File: src/sv/vdc_pkg.sv
// Shared definitions for the vertical delta codec: sizes, register indexes,
// lane codes, the column-tracking struct and the lane-wise add/subtract.
// No dependencies.
package vdc_pkg;

    // Line store geometry
    localparam int MAX_ROW_WORDS = 512;
    localparam int ADDR_W        = (MAX_ROW_WORDS > 1) ? $clog2(MAX_ROW_WORDS) : 1;
    localparam int CNT_W         = $clog2(MAX_ROW_WORDS + 1);

    // Payload and configuration widths
    localparam int WORD_W     = 64;
    localparam int CFG_IDX_W  = 2;
    localparam int CFG_DATA_W = 10;
    localparam int ROW_W      = 10;

    // Configuration register indexes
    localparam logic [CFG_IDX_W-1:0] CFG_DECODE_MODE = 2'd0;
    localparam logic [CFG_IDX_W-1:0] CFG_LANE_WIDTH  = 2'd1;
    localparam logic [CFG_IDX_W-1:0] CFG_ROW_WORDS   = 2'd2;

    // Lane width codes (anything else means eight-bit lanes)
    localparam logic [1:0] LANE_8  = 2'd0;
    localparam logic [1:0] LANE_16 = 2'd1;
    localparam logic [1:0] LANE_32 = 2'd2;

    localparam logic [ROW_W-1:0] ROW_WORDS_RESET = 10'd2;

    // Column position of one accepted word
    typedef struct packed {
        logic [ADDR_W-1:0] col;
        logic              first_row;
    } t_col_info;

    // Lane-wise wrapping a + b (add) or a - b (subtract)
    function automatic logic [WORD_W-1:0] lane_combine(
        input logic [WORD_W-1:0] a,
        input logic [WORD_W-1:0] b,
        input logic [1:0]        lane,
        input logic              add
    );
        logic [WORD_W-1:0] r8;
        logic [WORD_W-1:0] r16;
        logic [WORD_W-1:0] r32;
        logic [WORD_W-1:0] res;
        for (int i = 0; i < WORD_W / 8; i++) begin
            r8[i*8 +: 8] = add ? (a[i*8 +: 8] + b[i*8 +: 8]) : (a[i*8 +: 8] - b[i*8 +: 8]);
        end
        for (int i = 0; i < WORD_W / 16; i++) begin
            r16[i*16 +: 16] = add ? (a[i*16 +: 16] + b[i*16 +: 16])
                                  : (a[i*16 +: 16] - b[i*16 +: 16]);
        end
        for (int i = 0; i < WORD_W / 32; i++) begin
            r32[i*32 +: 32] = add ? (a[i*32 +: 32] + b[i*32 +: 32])
                                  : (a[i*32 +: 32] - b[i*32 +: 32]);
        end
        case (lane)
            LANE_16: res = r16;
            LANE_32: res = r32;
            default: res = r8;
        endcase
        return res;
    endfunction

endpackage

File: src/sv/vdc_datapath.sv
// Datapath of the vertical delta codec: input stage that meets the line store
// read, lane-wise add/subtract, write-back and output register.
// Depends on vdc_pkg.
module vdc_datapath (
    input  logic                             i_clk,
    input  logic                             i_rst_n,
    input  logic                             i_accept,
    input  logic [vdc_pkg::WORD_W-1:0]       i_word,
    input  vdc_pkg::t_col_info               i_info,
    input  logic                             i_decode_mode,
    input  logic [1:0]                       i_lane_width,
    input  logic                             i_out_ready,
    input  logic [vdc_pkg::WORD_W-1:0]       i_rd_data,
    output logic                             o_in_ready,
    output logic                             o_out_valid,
    output logic [vdc_pkg::WORD_W-1:0]       o_out_data,
    output logic                             o_rd_en,
    output logic [vdc_pkg::ADDR_W-1:0]       o_rd_addr,
    output logic                             o_wr_en,
    output logic [vdc_pkg::ADDR_W-1:0]       o_wr_addr,
    output logic [vdc_pkg::WORD_W-1:0]       o_wr_data
);

    logic                         r_a_valid;
    logic [vdc_pkg::WORD_W-1:0]   r_a_word;
    logic [vdc_pkg::ADDR_W-1:0]   r_a_col;
    logic                         r_a_first;
    logic                         r_a_fwd;
    logic [vdc_pkg::WORD_W-1:0]   r_a_fwd_data;
    logic                         r_b_valid;
    logic [vdc_pkg::WORD_W-1:0]   r_b_data;
    logic                         a_adv;
    logic [vdc_pkg::WORD_W-1:0]   above;
    logic [vdc_pkg::WORD_W-1:0]   result;
    logic [vdc_pkg::WORD_W-1:0]   store;

    assign a_adv      = r_a_valid & (~r_b_valid | i_out_ready);
    assign o_in_ready = ~r_a_valid | a_adv;

    // Read the word above as the item enters the input stage
    assign o_rd_en   = i_accept;
    assign o_rd_addr = i_info.col;

    // Word above: zero on a first row, bypass when the same column was just written
    always_comb begin
        if (r_a_first) begin
            above = '0;
        end else if (r_a_fwd) begin
            above = r_a_fwd_data;
        end else begin
            above = i_rd_data;
        end
        result = vdc_pkg::lane_combine(r_a_word, above, i_lane_width, i_decode_mode);
        store  = i_decode_mode ? result : r_a_word;
    end

    // Write back as the item leaves the input stage
    assign o_wr_en   = a_adv;
    assign o_wr_addr = r_a_col;
    assign o_wr_data = store;

    // Input stage
    always_ff @(posedge i_clk) begin
        if (!i_rst_n) begin
            r_a_valid <= 1'b0;
        end else if (i_accept) begin
            r_a_valid <= 1'b1;
        end else if (a_adv) begin
            r_a_valid <= 1'b0;
        end
    end

    always_ff @(posedge i_clk) begin
        if (i_accept) begin
            r_a_word     <= i_word;
            r_a_col      <= i_info.col;
            r_a_first    <= i_info.first_row;
            r_a_fwd      <= a_adv && (r_a_col == i_info.col);
            r_a_fwd_data <= store;
        end
    end

    // Output register
    always_ff @(posedge i_clk) begin
        if (!i_rst_n) begin
            r_b_valid <= 1'b0;
        end else if (a_adv) begin
            r_b_valid <= 1'b1;
        end else if (i_out_ready) begin
            r_b_valid <= 1'b0;
        end
    end

    always_ff @(posedge i_clk) begin
        if (a_adv) begin
            r_b_data <= result;
        end
    end

    assign o_out_valid = r_b_valid;
    assign o_out_data  = r_b_data;

endmodule

File: config.mk
export PLATFORM = sky130hd
export DESIGN_NAME = vdc_datapath
export DESIGN_NICKNAME = d
export VERILOG_FILES = /design/src/sv/vdc_pkg.sv /design/src/sv/vdc_datapath.sv
export SDC_FILE = /design/constraint.sdc
export NUM_CORES = 1
export LEC_CHECK = 0
export BUFFER_PORTS_ARGS = -buffer_cell sky130_fd_sc_hd__buf_2
export CELL_PAD_IN_SITES_DETAIL_PLACEMENT = 0
export CELL_PAD_IN_SITES_GLOBAL_PLACEMENT = 1
export CORE_MARGIN = 2
export CORE_UTILIZATION = 49
export CTS_BUF_LIST = sky130_fd_sc_hd__clkbuf_8
export DETAILED_ROUTE_END_ITERATION = 7
export GPL_TIMING_DRIVEN = 0
export PLACE_DENSITY = 0.86
export SLEW_MARGIN = 20
export SYNTH_ARGS = -nofsm -noshare
export SYNTH_HDL_FRONTEND = slang
export SYNTH_SLANG_ARGS = --single-unit
File: constraint.sdc
create_clock -name i_clk -period 20.9 [get_ports i_clk]
set_input_delay 6.27 -clock i_clk [delete_from_list [all_inputs] [get_ports i_clk]]
set_output_delay 6.27 -clock i_clk [all_outputs]
set_load 0.03 [all_outputs]
==> results.md <==
- Status: finished, final reports clean
- Root Driver: clkbuf_8
- Die X: 191 um
- Type of the most critical hold path: flop to flop
- Pin count of the biggest net entering global routing: 97
- Yosys Warn Count: 0
- Slew of the pin with the lowest slew margin: approximately 1.2 ns
- Critical path required time: roughly 15 ns
- Setup_tns: 0 ns
- Remaining Overflow, GRT: 0
- Vias in the first global route: about 15000
- Slowest cell delay on critical path: ~0.9 ns
- First-pass GRT wire length: just under 90 mm
- Area grow syn2layout: 17.6%
- IR drop worst, VDD: approximately 0.063 mV
- Die H: about 190 um
- Mean Syn Cell Area: ~9.7 um2
- Min Tclk post-route: about 19 ns
- Largest family of logic cells by synthesized area: compound AO/OA/AOI/OAI gates
- Max FO, Critical Path: 10
- Finish-stage setup viols: 0
- Routability-driven placement congestion ratio: 0.950
- Compound-gate portion of the synthesized area: 0.174
- Most frequent CP cell: clkbuf_1
- Worst EP arrival: around 12 ns
- Pwr dens: about 94 nW/um2
- Post-synth cell types: 81
- Worst path slowest cell: clkbuf_1
- Max frequency: 0.0534 GHz
- Via density: ~6.0
- Wire per inst: between 20 and 25 um
- Initial core utilization: 0.496
- H-Tree Depth: 2
- Adder-cell share of the synthesized area: 0.114
- Unrepaired setup endpoints after global routing: false
- Instance count of the mapped netlist: ~1800
- Cts hold-fix bufs: 0
- Max_cap viols: 0
- Final Hold Fails: 0
- Drt total wl: roughly 60 mm
- Static Leakage: ~8.7 nW
- Skew-Pair Late Insertion Delay: roughly 0.60 ns
- Top post-synthesis cells by area: edfxtp_1, ha_1, xor2_1
- DRC viols: 0
- Main synth FF type: edfxtp_1
- Post-synth ARST share: 0
- Seq/Total Area, Yosys: 0.360
- Reg clk slew, reported paths: approximately 0.060 ns
- Vias: between 15000 and 20000
- Post-synthesis cell area: 17000 um2
- Nets: between 2000 and 2500
- Initial antenna violation count: 7
- Router iterations before antenna repair: 6
- Port Buffers: ~290
- Crit-path leading delay family: buffers and inverters
- Top-area cell type share of the netlist area: 0.358
- Crit path setup slack, layout: around 2.2 ns
- Critical-path cell list: buf_2 > clkbuf_1 > clkbuf_1 > clkbuf_1 > clkbuf_1 > o21ai_0 > ha_1 > and4_1 > nor2b_1 > nor4_1 > a21bo_2 > a2111oi_0 > mux2i_1 > a21oi_1 > a31o_2 > mux2_2 > buf_2
- Number of synthesized register bits: slightly above 200
- Final ANT Viol Nets: 0
- Commonest cells post-synth: nor2_1, edfxtp_1, ha_1, a21oi_1, xor2_1
- Fin util: 0.583
- Row count: slightly below 70
- Post-cts resize count: 0
- Num CTS Buffers: 39
- Max Root-Sink Buffers: 3
- CP Class: primary input to output port
- Crit. End Element: output port
- CORE AREA: about 34000 um2
- Post-CTS Setup Bufs: 0
- 1st-iter DRT viols: approximately 1200
- Final Skew: a little over 0.02 ns
- Final worst path period share: 0.896
- Max Slew Vio Count: 0
- Count leader, synth: nor2_1
- I/O Pins: a little under 300
- Post-Place Worst Slack: ~2.4 ns
- Post-Syn Nets: a little over 2000
- Die area: 36300 um2
- Area share of and/or/nand/nor cells after synthesis: 0.133
- Post-synth top area cell: edfxtp_1
- Slew margin rel.: 0.233
- Xor/xnor cell area share of the yosys netlist: 0.110
- Share of post-route cells with drive strength above 1: 0.219
- Mux cell area share after synthesis: 0.0744
- EDFF count, synth: slightly above 200
- CTS tree: done
- Clock Sinks: 205
- Crit path buf inv count: 6
- GRT Total Usage: 0.326
- Detailed placement HPWL: between 40 and 50 mm
- Startpoint type of the worst setup path: primary input
[metrics by stage]
stage | instance area (um2) | instances | power (mW) | hold WS, ns
after floorplan | 17000 | 1765 | 1.18 | 0.477
after global placement | 19100 | 2514 | 1.42 | 0.493
after detailed placement | 19200 | 2517 | 1.43 | 0.548
after CTS | 20000 | 2586 | 1.88 | 0.562
after global routing | 20000 | 2593 | 1.98 | 0.579
final | 20000 | 2593 | 1.88 | 0.553
[area by class of cell]
cell class	count	area, um2
fillers	3126	14300
multi-input cells	1429	10300
flip-flops and latches	205	6140
repair buffers	297	1550
clock buffers	44	606
well taps	455	569
plain buffers	74	362
clock inverters	25	246
inverters	57	214
diodes	7	17.5
[cell usage in the layout, fill, tap and decap left out, drive strengths merged, types with 11 or more instances in the layout]
master,count
o21ai,92
edfxtp,203
mux2i,66
clkbuf,82
nand2,86
a21o,52
nor2b,23
and2,11
o22ai,20
ha,143
mux2,54
inv,65
nand4,11
nor2,231
a31oi,16
or2,11
o21bai,16
nor3,37
xnor2,99
and3,12
a21oi,126
buf,333
o21a,12
a211oi,23
xor2,115
nand3,24
[sequential cells by signal, summed over array words and instances, names as in the netlist]
register / cells
r_a_word: 64
r_a_fwd_data: 64
r_a_valid: 1
r_a_fwd: 1
o_out_data: 64
o_wr_addr: 9
r_a_first: 1
o_out_valid: 1
[layer usage]
metal / global-route usage / vias to the layer above / share of wire
li1: - / 7182 / -
met1: 0.448 / 7419 / 0.44
met2: 0.502 / 697 / 0.44
met3: 0.0442 / 154 / 0.069
met4: 0.170 / 0 / 0.049
met5: 0 / - / 0
[path summary, 6_finish.rpt]
kind | slack (ns) | from | end | cells after the start
worst max-delay path | 2.17 | i_decode_mode | o_wr_data[51] | 17
worst min-delay path | 0.55 | r_a_valid | o_out_valid | 1
worst max register to register | 13.52 | r_a_first | r_a_fwd_data[57] | 24
worst min register to register | 0.55 | r_a_valid | o_out_valid | 1
[power breakdown]
group,switching (mW),internal (mW),total (mW)
sequential,0.0330,0.523,0.556
clock,0.184,0.255,0.439
combinational,0.558,0.326,0.884
[kinds of logic after synthesis]
kind of cell               count (synthesis)
and+or+nand+nor                          492
AOI/OAI and AO/OA                        452
xor gates and xnor gates                 214
DFF                                      205
adders and majority gates                151
buffers and inverters                    131
muxes                                    120
[worst register-to-register path, delay by kind of cell (launching register included)]
family                     cells  cell delay (ns)
muxes                          2             0.60
AOI/OAI and AO/OA              5             1.13
DFF                            1             0.57
adders and majority gates      2             0.62
xor gates and xnor gates       1             0.19
and+or+nand+nor                8             1.65
buffers and inverters          6             2.48
Note: power is estimated with default switching activity, not from simulation.
