==> config.mk <==
export PLATFORM = sky130hd
export DESIGN_NAME = vdc_col_tracker
export DESIGN_NICKNAME = d
export VERILOG_FILES = /design/src/sv/vdc_pkg.sv /design/src/sv/vdc_col_tracker.sv
export SDC_FILE = /design/constraint.sdc
export NUM_CORES = 1
export LEC_CHECK = 0
export BUFFER_PORTS_ARGS = -buffer_cell sky130_fd_sc_hd__buf_2
export CAP_MARGIN = 0
export CORE_MARGIN = 3
export CORE_UTILIZATION = 55
export DETAILED_ROUTE_END_ITERATION = 10
export PLACE_DENSITY_LB_ADDON = 0.12
export SETUP_SLACK_MARGIN = 0.2
export SLEW_MARGIN = 15
export SYNTH_ARGS = -nofsm -noshare
export SYNTH_HDL_FRONTEND = slang
export SYNTH_SLANG_ARGS = --single-unit
==> constraint.sdc <==
create_clock -name i_clk -period 6.81 [get_ports i_clk]
set_input_delay 2.043 -clock i_clk [delete_from_list [all_inputs] [get_ports i_clk]]
set_output_delay 2.043 -clock i_clk [all_outputs]
set_load 0.005 [all_outputs]
==> src/sv/vdc_pkg.sv <==
// Shared definitions for the vertical delta codec: sizes, register indexes,
// lane codes, the column-tracking struct and the lane-wise add/subtract.
// No dependencies.
package vdc_pkg;

    // Line store geometry
    localparam int MAX_ROW_WORDS = 512;
    localparam int ADDR_W        = (MAX_ROW_WORDS > 1) ? $clog2(MAX_ROW_WORDS) : 1;
    localparam int CNT_W         = $clog2(MAX_ROW_WORDS + 1);

    // Payload and configuration widths
    localparam int WORD_W     = 64;
    localparam int CFG_IDX_W  = 2;
    localparam int CFG_DATA_W = 10;
    localparam int ROW_W      = 10;

    // Configuration register indexes
    localparam logic [CFG_IDX_W-1:0] CFG_DECODE_MODE = 2'd0;
    localparam logic [CFG_IDX_W-1:0] CFG_LANE_WIDTH  = 2'd1;
    localparam logic [CFG_IDX_W-1:0] CFG_ROW_WORDS   = 2'd2;

    // Lane width codes (anything else means eight-bit lanes)
    localparam logic [1:0] LANE_8  = 2'd0;
    localparam logic [1:0] LANE_16 = 2'd1;
    localparam logic [1:0] LANE_32 = 2'd2;

    localparam logic [ROW_W-1:0] ROW_WORDS_RESET = 10'd2;

    // Column position of one accepted word
    typedef struct packed {
        logic [ADDR_W-1:0] col;
        logic              first_row;
    } t_col_info;

    // Lane-wise wrapping a + b (add) or a - b (subtract)
    function automatic logic [WORD_W-1:0] lane_combine(
        input logic [WORD_W-1:0] a,
        input logic [WORD_W-1:0] b,
        input logic [1:0]        lane,
        input logic              add
    );
        logic [WORD_W-1:0] r8;
        logic [WORD_W-1:0] r16;
        logic [WORD_W-1:0] r32;
        logic [WORD_W-1:0] res;
        for (int i = 0; i < WORD_W / 8; i++) begin
            r8[i*8 +: 8] = add ? (a[i*8 +: 8] + b[i*8 +: 8]) : (a[i*8 +: 8] - b[i*8 +: 8]);
        end
        for (int i = 0; i < WORD_W / 16; i++) begin
            r16[i*16 +: 16] = add ? (a[i*16 +: 16] + b[i*16 +: 16])
                                  : (a[i*16 +: 16] - b[i*16 +: 16]);
        end
        for (int i = 0; i < WORD_W / 32; i++) begin
            r32[i*32 +: 32] = add ? (a[i*32 +: 32] + b[i*32 +: 32])
                                  : (a[i*32 +: 32] - b[i*32 +: 32]);
        end
        case (lane)
            LANE_16: res = r16;
            LANE_32: res = r32;
            default: res = r8;
        endcase
        return res;
    endfunction

endpackage

==> src/sv/vdc_col_tracker.sv <==
// Column and first-row tracking for the vertical delta codec: gives each
// accepted word its line store column. Depends on vdc_pkg.
module vdc_col_tracker (
    input  logic                           i_clk,
    input  logic                           i_rst_n,
    input  logic                           i_accept,
    input  logic                           i_frame_start,
    input  logic [vdc_pkg::ROW_W-1:0]      i_row_words,
    output vdc_pkg::t_col_info             o_info
);

    logic [vdc_pkg::ADDR_W-1:0] r_col;
    logic [vdc_pkg::ADDR_W-1:0] n_col;
    logic                       r_first;
    logic                       n_first;
    logic [vdc_pkg::CNT_W-1:0]  row_eff;
    logic [vdc_pkg::CNT_W-1:0]  col_start;
    logic [vdc_pkg::CNT_W-1:0]  col_now;
    logic [vdc_pkg::CNT_W-1:0]  col_next;
    logic                       first_start;
    logic                       first_now;

    // Clamp row length: zero acts as one, oversize saturates
    always_comb begin
        if (i_row_words == '0) begin
            row_eff = vdc_pkg::CNT_W'(1);
        end else if (int'(i_row_words) > vdc_pkg::MAX_ROW_WORDS) begin
            row_eff = vdc_pkg::CNT_W'(vdc_pkg::MAX_ROW_WORDS);
        end else begin
            row_eff = vdc_pkg::CNT_W'(i_row_words);
        end
    end

    // Column of this word and position of the next one
    always_comb begin
        col_start   = i_frame_start ? '0 : vdc_pkg::CNT_W'(r_col);
        first_start = i_frame_start | r_first;
        if (col_start >= row_eff) begin
            col_now   = '0;
            first_now = 1'b0;
        end else begin
            col_now   = col_start;
            first_now = first_start;
        end
        col_next = col_now + vdc_pkg::CNT_W'(1);
        if (col_next >= row_eff) begin
            n_col   = '0;
            n_first = 1'b0;
        end else begin
            n_col   = col_next[vdc_pkg::ADDR_W-1:0];
            n_first = first_now;
        end
    end

    assign o_info.col       = col_now[vdc_pkg::ADDR_W-1:0];
    assign o_info.first_row = first_now;

    // Advance the position on every transfer
    always_ff @(posedge i_clk) begin
        if (!i_rst_n) begin
            r_col   <= '0;
            r_first <= 1'b1;
        end else if (i_accept) begin
            r_col   <= n_col;
            r_first <= n_first;
        end
    end

endmodule

==> results.tsv, run 1 <==
stage	metric	value	unit
yosys	multiplexer area fraction after synthesis	0	%
yosys	yosys warns	0	
final_layout	commonest non-fill, non-tap cells in the layout	24 x nand2_1, 23 x buf_2, 20 x ha_1, 18 x nor2_1, 10 x dfxtp_1	
min_path	worst hold start	r_col[3]$_SDFFE_PN0P_	
clock_network	CTS H-tree depth	1	
yosys	Cell Area, Synth	1200	um^2
worst_setup_path	Critical R2R Capture	r_first$_SDFFE_PN1P_	
min_path	Hold Crit Class	register to register	
clock_network	TritonCTS clock tree	yes	
power_and_ir_drop	clock group share of total power	28.3	%
timing	Slew headroom	65.1	%
yosys	ys flop type	dfxtp_1	
worst_setup_path	worst path bufs/invs	3	
drt	DRC errors left	0	
place	GP Congestion	0.910	
final_layout	Total Nets Final	218	
die	die height	52.6	um
final_layout	area of the multi-input gates	957	um^2
die	Ports	24	
worst_setup_path	required time worst endpoint	6960	ps
timing	final hold violation count	0	
timing	RSZ-0062 raised after global routing	false	
worst_setup_path	Reg2Reg Depth	20	
die	Core ar.	2000	um^2
power_and_ir_drop	switching share of power	30.2	%
timing	Fin Setup TNS	0	ps
yosys	Post-Synth Adder-Cell Area	20.9	%
timing	crit share post-route	92.5	%
final_layout	FILL cells	197	
yosys	top-area cell type share of the netlist area	20.9	%
drt	via count	1212	
worst_setup_path	FF-to-FF setup slack	2500	ps
global_route	initial antenna violation count	0	
worst_setup_path	critical path launch point type	primary input	
worst_setup_path	Critical-path top delay cell	a221o_2	
timing	FMAX	159	MHz
die	Die Area	2770	um^2
power_and_ir_drop	P_int	95.6	uW
yosys	post-synthesis compound-gate area fraction	17.4	%
timing	Final Setup Violations	0	
final_layout	register area	200	um^2
place	Area after DPL	1320	um^2
drt	WL final	3040	um
power_and_ir_drop	Comb pwr share	27.2	%
drt	drt via density	5.80	
worst_setup_path	worst-path fanout max	9	
yosys	syn avg cell area	7.62	um^2
timing	Period minus WS final	6300	ps
worst_setup_path	delay-heaviest family, CP	simple AND/OR/NAND/NOR gates	
die	die width	52.6	um
drt	ANT nets after route	0	
drt	Initial DRT Pass Iterations	4	
power_and_ir_drop	Power Density	99.1	nW/um^2
global_route	wire length of the first global-routing pass	4750	um
worst_setup_path	FF-to-FF Start	r_col[5]$_SDFFE_PN0P_	
min_path	hold path endpoint	r_col[3]$_SDFFE_PN0P_	
outcome	status	complete, no violations	
yosys	Post-synth ARST share	0	%
clock_network	clock sinks	10	
yosys	largest area contributor in the synthesized netlist	ha_1	
final_layout	Layout area overhead	15.5	%
clock_network	clock buffer depth	2	
worst_setup_path	element type at the critical path end	register	
yosys	FF+latch count, synth	10	
global_route	Tot GR Track Use	23.3	%
drt	Initial DRC Count	39	
clock_network	Clock transition at path regs	60	ps
timing	Max Slew Vio Count	0	
yosys	Synth cell types	45	
yosys	Synth Area in Simple Gates	37.6	%
final_layout	share of layout cells above drive strength 1	23.1	%
power_and_ir_drop	Max IR drop VDD	129	uV
flow_run	total of max-cap violations	0	
yosys	Syn Nets	191	
yosys	Area contributors post-synth	ha_1 21%, dfxtp_1 17%, nand2_1 7.5%, nor2_1 5.6%, a21oi_1 3.8%	
yosys	number of flops mapped to enable cells by yosys	0	
clock_network	worst skew pair latency	260	ps
yosys	XOR/XNOR Fraction of Synth Area	2.93	%
final_layout	antenna cell count	0	
place	Post-DP HPWL	2350	um
worst_setup_path	CP Cell Sequence	buf_2 > nor4_2 > nand3_1 > a21oi_2 > ha_1 > nand2b_1 > a21o_1 > a31oi_4 > and3b_1 > and2_1 > ha_1 > and4b_1 > nand3_1 > nor2_1 > xnor2_1 > nor2_1 > ha_1 > nand4_1 > a21oi_1 > nor3_4 > buf_4 > buf_4 > a221o_2	
final_layout	leading cell type in the layout, fill and taps excluded	nand2_1	
min_path	hold path cells	2	
yosys	largest family of logic cells by synthesized area	simple AND/OR/NAND/NOR gates	
drt	drt wl/cell	14.5	um
clock_network	clk root buf	clkbuf_4	
worst_setup_path	critical setup path kind	primary input to register	
power_and_ir_drop	Sequential Power Share	44.5	%
clock_network	Inserted Clock Buffers	3	
worst_setup_path	Crit path top cell by count	ha_1	
global_route	vias in the first global route	1114	
yosys	synthesized instance count	157	
power_and_ir_drop	NetSw	41.3	uW
die	Site Rows	16	
global_route	grt ovf	0	
worst_setup_path	worst path arrival time	6440	ps
global_route	largest net degree at the start of global routing	14	
final_layout	fin area	1380	um^2
power_and_ir_drop	leakage power	0.000658	uW
timing	Tightest Pin Transition	521	ps
place	Port Buffers	23	
die	initial core utilization	59.7	%
worst_setup_path	slowest stage delay, CP	350	ps
timing	skew final	1.93	ps
yosys	Seq/Total Area, Yosys	16.7	%
## power groups by stage
stage	Clock [uW]	Sequential (uW)	Combinational, uW
final	38.7	60.9	37.2
after global routing	44.9	61.0	41.5
after CTS	41.1	60.8	34.3
after detailed placement	0	62.2	34.0
after global placement	0	62.1	32.8
after floorplan	0	61.8	23.4
## cells by family (layout without fill, tap and decap cells)
family,Yosys count,count (layout)
flops,10,10
fa+ha+maj,20,20
simple gates,84,84
xor+xnor,4,4
buf+inv,11,36
compound gates,28,28
## registers in the layout, summed over array words and instances (netlist names)
register,cells
r_col,9
r_first,1
## worst max-delay path by stage
| stage | from | endpoint | slack, ps | depth (start not counted) |
|---|---|---|---|---|
| 2_1_floorplan | i_row_words[5] | r_col[4]$_SDFFE_PN0P_ | 570 | 23 |
| 4_1_cts | i_row_words[5] | r_col[4]$_SDFFE_PN0P_ | 270 | 23 |
| 5_1_grt | i_row_words[5] | r_col[4]$_SDFFE_PN0P_ | 220 | 24 |
| 3_3_place_gp | i_row_words[5] | r_col[4]$_SDFFE_PN0P_ | 230 | 23 |
| 3_5_place_dp | i_row_words[5] | r_col[4]$_SDFFE_PN0P_ | 10 | 23 |
| 6_report | i_row_words[5] | r_first$_SDFFE_PN1P_ | 510 | 23 |
## synthesized netlist by cell type (2+ instances only)
master	count
nand2_1	24
ha_1	20
nor2_1	18
dfxtp_1	10
a21oi_1	9
and2_1	6
nand3_1	6
nor2b_1	6
inv_1	5
nand2b_1	4
and3_1	3
nand4_1	3
o21ai_0	3
a32o_1	2
and4_1	2
clkbuf_1	2
nor3_1	2
o2111ai_1	2
o21a_1	2
xnor2_1	2
xor2_1	2
## tightest hold or removal path, cell delays in order, from the launching register on
cell and delay, ps:
dfxtp_1 330, nand2_1 60, nand2_1 50
## per-layer routing
| layer | global-route usage, % | vias to the layer above | part of all wire, % |
|---|---|---|---|
| met2 | 38.8 | 30 | 50 |
| met5 | 0 | - | 0 |
| li1 | - | 612 | - |
| met1 | 29.0 | 570 | 46 |
| met4 | 6.38 | 0 | 0 |
| met3 | 6.27 | 0 | 4.1 |
## area by class of cell
type | instances | share of cell area [%]
tap | 27 | 2.45
inverter | 6 | 1.63
clock buffer | 3 | 1.63
multi-input combinational | 136 | 69.3
timing repair buffer | 27 | 10.5
sequential | 10 | 14.5
## per-stage QoR
step / hold slack, ps / setup WS [ps] / total power (uW) / std cells / utilization, %
2_1_floorplan: 449 / 565 / 85.2 / 157 / -
3_3_place_gp: 469 / 226 / 94.9 / 203 / 66.0
3_5_place_dp: 477 / 14.8 / 96.1 / 203 / 66.0
4_1_cts: 486 / 274 / 136 / 206 / 67.1
5_1_grt: 514 / 220 / 147 / 209 / 69.0
6_report: 486 / 514 / 137 / 209 / 69.0
## timing repair
action                                  4_1_cts  5_1_grt
setup buffers                                 0        3
endpoints found under the hold margin         0        0
endpoints found under the setup margin        0       12
hold buffers                                  0        0
resized for setup                             0        3
Note: power is estimated with default switching activity, not from simulation.
==> inputs of run 2 (changes only) <==
--- a/config.mk
+++ b/config.mk
@@ -9,8 +9,9 @@
 export CAP_MARGIN = 0
 export CORE_MARGIN = 3
 export CORE_UTILIZATION = 55
+export CTS_CLUSTER_SIZE = 24
 export DETAILED_ROUTE_END_ITERATION = 10
-export PLACE_DENSITY_LB_ADDON = 0.12
+export PLACE_DENSITY = 0.8
 export SETUP_SLACK_MARGIN = 0.2
 export SLEW_MARGIN = 15
 export SYNTH_ARGS = -nofsm -noshare
==> results.tsv, run 2 (synthesized netlist as in run 1, its figures left out) <==
stage	metric	value	unit	change
worst_setup_path	CP Cell Sequence	buf_2 > nor4_1 > nand3_1 > a21oi_2 > ha_1 > nand2b_1 > a21o_1 > a31oi_4 > and3b_1 > and2_1 > ha_1 > and4b_1 > nand3_1 > nor2_1 > xnor2_1 > nor2_1 > ha_1 > o21ai_0 > nor2_1 > or3_4 > nor3_4 > buf_4 > nand3_2 > o211ai_1		was buf_2 > nor4_2 > nand3_1 > a21oi_2 > ha_1 > nand2b_1 > a21o_1 > a31oi_4 > and3b_1 > and2_1 > ha_1 > and4b_1 > nand3_1 > nor2_1 > xnor2_1 > nor2_1 > ha_1 > nand4_1 > a21oi_1 > nor3_4 > buf_4 > buf_4 > a221o_2
min_path	Hold Crit Class	register to register		unchanged
worst_setup_path	element type at the critical path end	register		unchanged
worst_setup_path	required time worst endpoint	6990	ps	was 6960 ps
power_and_ir_drop	Power Density	99.5	nW/um^2	was 99.1 nW/um^2
die	Site Rows	16		unchanged
place	Port Buffers	23		unchanged
global_route	grt ovf	0		unchanged
final_layout	commonest non-fill, non-tap cells in the layout	24 x nand2_1, 23 x buf_2, 20 x ha_1, 18 x nor2_1, 10 x dfxtp_1		unchanged
final_layout	Layout area overhead	14.5	%	was 15.5%
drt	Initial DRC Count	32		was 39
timing	Tightest Pin Transition	510	ps	was 521 ps
timing	Hold WS	499	ps	was 486 ps
power_and_ir_drop	Comb pwr share	26.4	%	was 27.2%
timing	FMAX	158	MHz	was 159 MHz
timing	skew final	0.322	ps	was 1.93 ps
drt	drt via density	5.90		was 5.80
die	initial core utilization	59.7	%	unchanged
power_and_ir_drop	clock group share of total power	28.9	%	was 28.3%
power_and_ir_drop	Max IR drop VDD	111	uV	was 129 uV
clock_network	clock buffer depth	2		unchanged
final_layout	final core utilization	68.4	%	was 69.0%
worst_setup_path	critical setup path kind	primary input to register		unchanged
worst_setup_path	worst-path fanout max	5		was 9
drt	via count	1233		was 1,212
global_route	vias in the first global route	1149		was 1,114
worst_setup_path	Critical-path top delay cell	or3_4		was a221o_2
die	Die Area	2770	um^2	unchanged
clock_network	TritonCTS clock tree	yes		unchanged
drt	ANT nets after route	0		unchanged
global_route	wire length of the first global-routing pass	4700	um	was 4750 um
final_layout	FILL cells	169		was 197
die	Ports	24		unchanged
final_layout	biggest regs	r_col: 9 flops, r_first: 1 flops		unchanged
drt	Initial DRT Pass Iterations	4		unchanged
timing	crit share post-route	93.1	%	was 92.5%
timing	Period minus WS final	6340	ps	was 6300 ps
global_route	initial antenna violation count	0		unchanged
place	Post-DP HPWL	2320	um	was 2350 um
die	die height	52.6	um	unchanged
timing	Slew headroom	65.9	%	was 65.1%
outcome	status	complete, no violations		unchanged
drt	drt wl/cell	13.9	um	was 14.5 um
clock_network	clk root buf	clkbuf_4		unchanged
power_and_ir_drop	NetSw	40.8	uW	was 41.3 uW
clock_network	Clock transition at path regs	60	ps	about the same
final_layout	Biggest register	r_col		unchanged
place	GP Congestion	0.832		was 0.910
worst_setup_path	worst path arrival time	6530	ps	was 6440 ps
global_route	largest net degree at the start of global routing	14		unchanged
global_route	Tot GR Track Use	22.6	%	was 23.3%
clock_network	worst skew pair latency	260	ps	about the same
die	die width	52.6	um	unchanged
final_layout	leading cell type in the layout, fill and taps excluded	nand2_1		unchanged
power_and_ir_drop	switching share of power	30.0	%	was 30.2%
timing	final hold violation count	0		unchanged
die	Core ar.	2000	um^2	unchanged
power_and_ir_drop	P_int	95.5	uW	was 95.6 uW
final_layout	register area	200	um^2	unchanged
final_layout	share of layout cells above drive strength 1	22.0	%	was 23.1%
final_layout	max reg flops	9		unchanged
flow_run	total of max-cap violations	0		unchanged
final_layout	antenna cell count	0		unchanged
worst_setup_path	critical path launch point type	primary input		unchanged
clock_network	Inserted Clock Buffers	3		unchanged
drt	DRC errors left	0		unchanged
clock_network	CTS H-tree depth	1		unchanged
power_and_ir_drop	leakage power	0.000657	uW	was 0.000658 uW
worst_setup_path	slowest stage delay, CP	340	ps	was 350 ps
final_layout	area of the multi-input gates	946	um^2	was 957 um^2
timing	Max Slew Vio Count	0		unchanged
drt	WL final	2910	um	was 3040 um
clock_network	clock sinks	10		unchanged
timing	Final Setup Violations	0		unchanged
timing	RSZ-0062 raised after global routing	false		unchanged
final_layout	Total Nets Final	218		unchanged
power_and_ir_drop	Sequential Power Share	44.7	%	was 44.5%
==> run 2: stage by stage <==
step	area [um^2]	TNS, ps	total power (uW)	worst slack [ps]	std cells
after floorplan	1200	0	85.2	565	157
after global placement	1320	0	94.7	125	203
after detailed placement	1320	-63.3	96.2	-31.8	203
after CTS	1340	0	135	223	206
after global routing	1370	0	144	163	209
final	1370	0	136	467	209
==> run 2: final timing paths <==
kind	from	to	slack (ps)	cells after the start
worst max-delay path	i_row_words[5]	r_col[5]$_SDFFE_PN0P_	470	24
worst min-delay path	r_first$_SDFFE_PN1P_	r_first$_SDFFE_PN1P_	500	1
worst max register to register	r_col[8]$_SDFFE_PN0P_	r_col[5]$_SDFFE_PN0P_	2500	21
worst min register to register	r_first$_SDFFE_PN1P_	r_first$_SDFFE_PN1P_	500	1
==> run 2: worst max-delay path: cells and delay by family <==
| family | cells | cell delay, ps |
|---|---|---|
| AOI/OAI and AO/OA | 5 | 980 |
| and+or+nand+nor | 13 | 2350 |
| xor gates and xnor gates | 1 | 140 |
| buffers and inverters | 2 | 270 |
| adders and majority gates | 3 | 750 |
==> run 2: final cells by class <==
cell class	count	area share, %
repair buffers	27	10.6
flip-flops and latches	10	14.6
multi-input cells	136	69.0
inverters	6	1.64
well taps	27	2.47
clock buffers	3	1.64
==> run 2: what timing repair did <==
action	4_1_cts	5_1_grt
gates resized for setup	0	1
setup endpoints to repair	0	10
hold buffers	0	0
setup buffers	0	3
==> run 2: layer usage <==
| metal | vias up | share of wire (%) | track usage (%) |
|---|---|---|---|
| li1 | 617 | - | - |
| met1 | 580 | 44 | 27.7 |
| met2 | 34 | 51 | 39.3 |
| met3 | 2 | 4.8 | 5.41 |
| met4 | 0 | 0.34 | 5.11 |
| met5 | - | 0 | 0 |
==> run 2: power by group through the flow <==
| stage | sequential [uW] | combinational [uW] | clock (uW) |
|---|---|---|---|
| 6_report | 60.9 | 36.1 | 39.4 |
| 5_1_grt | 61.0 | 40.1 | 42.4 |
| 4_1_cts | 60.9 | 34.2 | 40.1 |
| 3_5_place_dp | 62.2 | 34.0 | 0 |
| 3_3_place_gp | 62.1 | 32.7 | 0 |
| 2_1_floorplan | 61.8 | 23.4 | 0 |
==> inputs of run 3 (changes only) <==
--- a/config.mk
+++ b/config.mk
@@ -11,7 +11,7 @@
 export CORE_UTILIZATION = 55
 export CTS_CLUSTER_SIZE = 24
 export DETAILED_ROUTE_END_ITERATION = 10
-export PLACE_DENSITY = 0.8
+export PLACE_DENSITY = 0.84
 export SETUP_SLACK_MARGIN = 0.2
 export SLEW_MARGIN = 15
 export SYNTH_ARGS = -nofsm -noshare
==> results.tsv, run 3 (synthesized netlist as in run 1, its figures left out) <==
stage	metric	value	unit	change
die	Ports	24		unchanged
place	Post-DP HPWL	2480	um	was 2320 um
drt	Initial DRT Pass Iterations	4		unchanged
die	Site Rows	16		unchanged
timing	crit share post-route	92.0	%	was 93.1%
timing	skew final	11.7	ps	was 0.322 ps
drt	via count	1247		was 1,233
final_layout	final core utilization	69.6	%	was 68.4%
drt	WL final	3090	um	was 2910 um
drt	drt via density	5.94		was 5.90
worst_setup_path	Reg2Reg Depth	21		unchanged
global_route	vias in the first global route	1231		was 1,149
min_path	hold path cells	2		was 1
global_route	grt ovf	0		unchanged
drt	drt wl/cell	14.7	um	was 13.9 um
worst_setup_path	worst-path fanout max	5		unchanged
worst_setup_path	CP Cell Sequence	buf_2 > nor4_2 > nand3_1 > a21oi_2 > ha_1 > nand2b_1 > a21o_1 > a31oi_4 > and3b_1 > and2_4 > ha_1 > and4b_1 > nand3_1 > nor2_1 > xnor2_1 > nor2_1 > ha_1 > o21ai_0 > nor2_1 > or3_4 > nor3_4 > buf_4 > a41oi_1 > o22ai_1		was buf_2 > nor4_1 > nand3_1 > a21oi_2 > ha_1 > nand2b_1 > a21o_1 > a31oi_4 > and3b_1 > and2_1 > ha_1 > and4b_1 > nand3_1 > nor2_1 > xnor2_1 > nor2_1 > ha_1 > o21ai_0 > nor2_1 > or3_4 > nor3_4 > buf_4 > nand3_2 > o211ai_1
timing	Final Setup Violations	0		unchanged
final_layout	max reg flops	9		unchanged
power_and_ir_drop	total power	153	uW	was 136 uW
flow_run	total of max-cap violations	0		unchanged
timing	Max Slew Vio Count	0		unchanged
min_path	Hold Crit Class	register to register		unchanged
min_path	hold path endpoint	r_col[3]$_SDFFE_PN0P_		was r_first$_SDFFE_PN1P_
clock_network	Clock transition at path regs	80	ps	was 60 ps
place	placed cell count	203		unchanged
place	GP Congestion	0.956		was 0.832
clock_network	Inserted Clock Buffers	3		unchanged
worst_setup_path	worst path arrival time	6470	ps	was 6530 ps
final_layout	fin area	1390	um^2	was 1370 um^2
final_layout	share of layout cells above drive strength 1	23.5	%	was 22.0%
timing	Tightest Pin Transition	534	ps	was 510 ps
timing	Slew headroom	64.3	%	was 65.9%
power_and_ir_drop	leakage power	0.000666	uW	was 0.000657 uW
die	initial core utilization	59.7	%	unchanged
worst_setup_path	Critical-path top delay cell	or3_4		unchanged
die	die height	52.6	um	unchanged
clock_network	clk root buf	clkbuf_4		unchanged
place	Area after DPL	1320	um^2	unchanged
timing	final hold violation count	0		unchanged
final_layout	biggest regs	r_col: 9 flops, r_first: 1 flops		unchanged
clock_network	clock sinks	10		unchanged
worst_setup_path	element type at the critical path end	register		unchanged
clock_network	CTS H-tree depth	1		unchanged
die	Die Area	2770	um^2	unchanged
worst_setup_path	required time worst endpoint	7020	ps	was 6990 ps
worst_setup_path	slowest stage delay, CP	340	ps	about the same
drt	ANT nets after route	0		unchanged
worst_setup_path	delay-heaviest family, CP	simple AND/OR/NAND/NOR gates		unchanged
timing	RSZ-0062 raised after global routing	false		unchanged
final_layout	antenna cell count	0		unchanged
worst_setup_path	FF-to-FF Start	r_col[5]$_SDFFE_PN0P_		was r_col[8]$_SDFFE_PN0P_
clock_network	clock buffer depth	2		unchanged
outcome	status	complete, no violations		unchanged
final_layout	final non-filler cell total	210		was 209
global_route	Tot GR Track Use	24.9	%	was 22.6%
drt	Initial DRC Count	33		was 32
global_route	largest net degree at the start of global routing	14		unchanged
final_layout	Total Nets Final	218		unchanged
final_layout	commonest non-fill, non-tap cells in the layout	24 x nand2_1, 23 x buf_2, 20 x ha_1, 18 x nor2_1, 10 x dfxtp_1		unchanged
min_path	worst hold start	r_col[3]$_SDFFE_PN0P_		was r_first$_SDFFE_PN1P_
worst_setup_path	worst path bufs/invs	2		unchanged
timing	fin worst setup slack	548	ps	was 467 ps
worst_setup_path	critical path launch point type	primary input		unchanged
timing	Period minus WS final	6260	ps	was 6340 ps
worst_setup_path	Critical R2R Capture	r_col[6]$_SDFFE_PN0P_		was r_col[5]$_SDFFE_PN0P_
clock_network	worst skew pair latency	280	ps	was 260 ps
worst_setup_path	critical setup path kind	primary input to register		unchanged
global_route	wire length of the first global-routing pass	5290	um	was 4700 um
place	pre-CTS setup slack	-34.4	ps	was -31.8 ps
timing	FMAX	160	MHz	was 158 MHz
die	die width	52.6	um	unchanged
power_and_ir_drop	Power Density	110	nW/um^2	was 99.5 nW/um^2
place	Port Buffers	23		unchanged
final_layout	leading cell type in the layout, fill and taps excluded	nand2_1		unchanged
final_layout	Layout area overhead	16.4	%	was 14.5%
power_and_ir_drop	Max IR drop VDD	112	uV	was 111 uV
drt	DRC errors left	0		unchanged
clock_network	TritonCTS clock tree	yes		unchanged
worst_setup_path	FF-to-FF setup slack	2480	ps	was 2500 ps
final_layout	Biggest register	r_col		unchanged
die	Core ar.	2000	um^2	unchanged
global_route	initial antenna violation count	0		unchanged
run 3: what timing repair did:
item / 4_1_cts / 5_1_grt
endpoints found under the setup margin: 0 / 10
resized for setup: 0 / 3
buffers inserted: 0 / 3
hold endpoints to repair: 0 / 0
hold buffers: 0 / 0
run 3: worst max-delay path by stage:
| stage | cells after the start | to | slack (ps) | start |
|---|---|---|---|---|
| final | 24 | r_col[6]$_SDFFE_PN0P_ | 550 | i_row_words[5] |
| after global routing | 24 | r_col[6]$_SDFFE_PN0P_ | 210 | i_row_words[5] |
| after CTS | 23 | r_col[4]$_SDFFE_PN0P_ | 250 | i_row_words[5] |
| after detailed placement | 23 | r_col[4]$_SDFFE_PN0P_ | -30 | i_row_words[5] |
| after global placement | 23 | r_col[4]$_SDFFE_PN0P_ | 280 | i_row_words[5] |
| after floorplan | 23 | r_col[4]$_SDFFE_PN0P_ | 570 | i_row_words[5] |
run 3: routing by layer:
| metal | vias to the layer above | global-route usage [%] | routed length [um] |
|---|---|---|---|
| met4 | 0 | 5.53 | 34 |
| met1 | 572 | 30.6 | 1320 |
| met3 | 8 | 5.98 | 206 |
| met2 | 51 | 43.2 | 1530 |
| met5 | - | 0 | 0 |
| li1 | 616 | - | - |
run 3: per-stage QoR:
step                hold slack (ps)  setup TNS (ps)
floorplan                       449               0
global placement                475               0
detailed placement              491           -38.3
CTS                             501               0
global route                    534               0
finish                          510               0
run 3: area by class of cell:
cell class,instances,area (um^2)
clock buffer,4,36.3
fill,182,609
inverter,6,22.5
multi-input combinational,136,955
sequential,10,200
tap,27,33.8
timing repair buffer,27,145
run 3: worst reg2reg max path, delay by kind of cell (launching register included):
family	cells	cell delay [ps]
and+or+nand+nor	12	2040
adders and majority gates	3	740
AOI/OAI and AO/OA	4	680
DFF	1	510
buffers and inverters	1	160
xor gates and xnor gates	1	140
run 3: report_power, final:
part	switching [uW]	leakage (uW)	internal [uW]
sequential	1.24	0.0000811	59.7
combinational	21.2	0.000564	15.8
clock	22.7	0.0000210	32.5
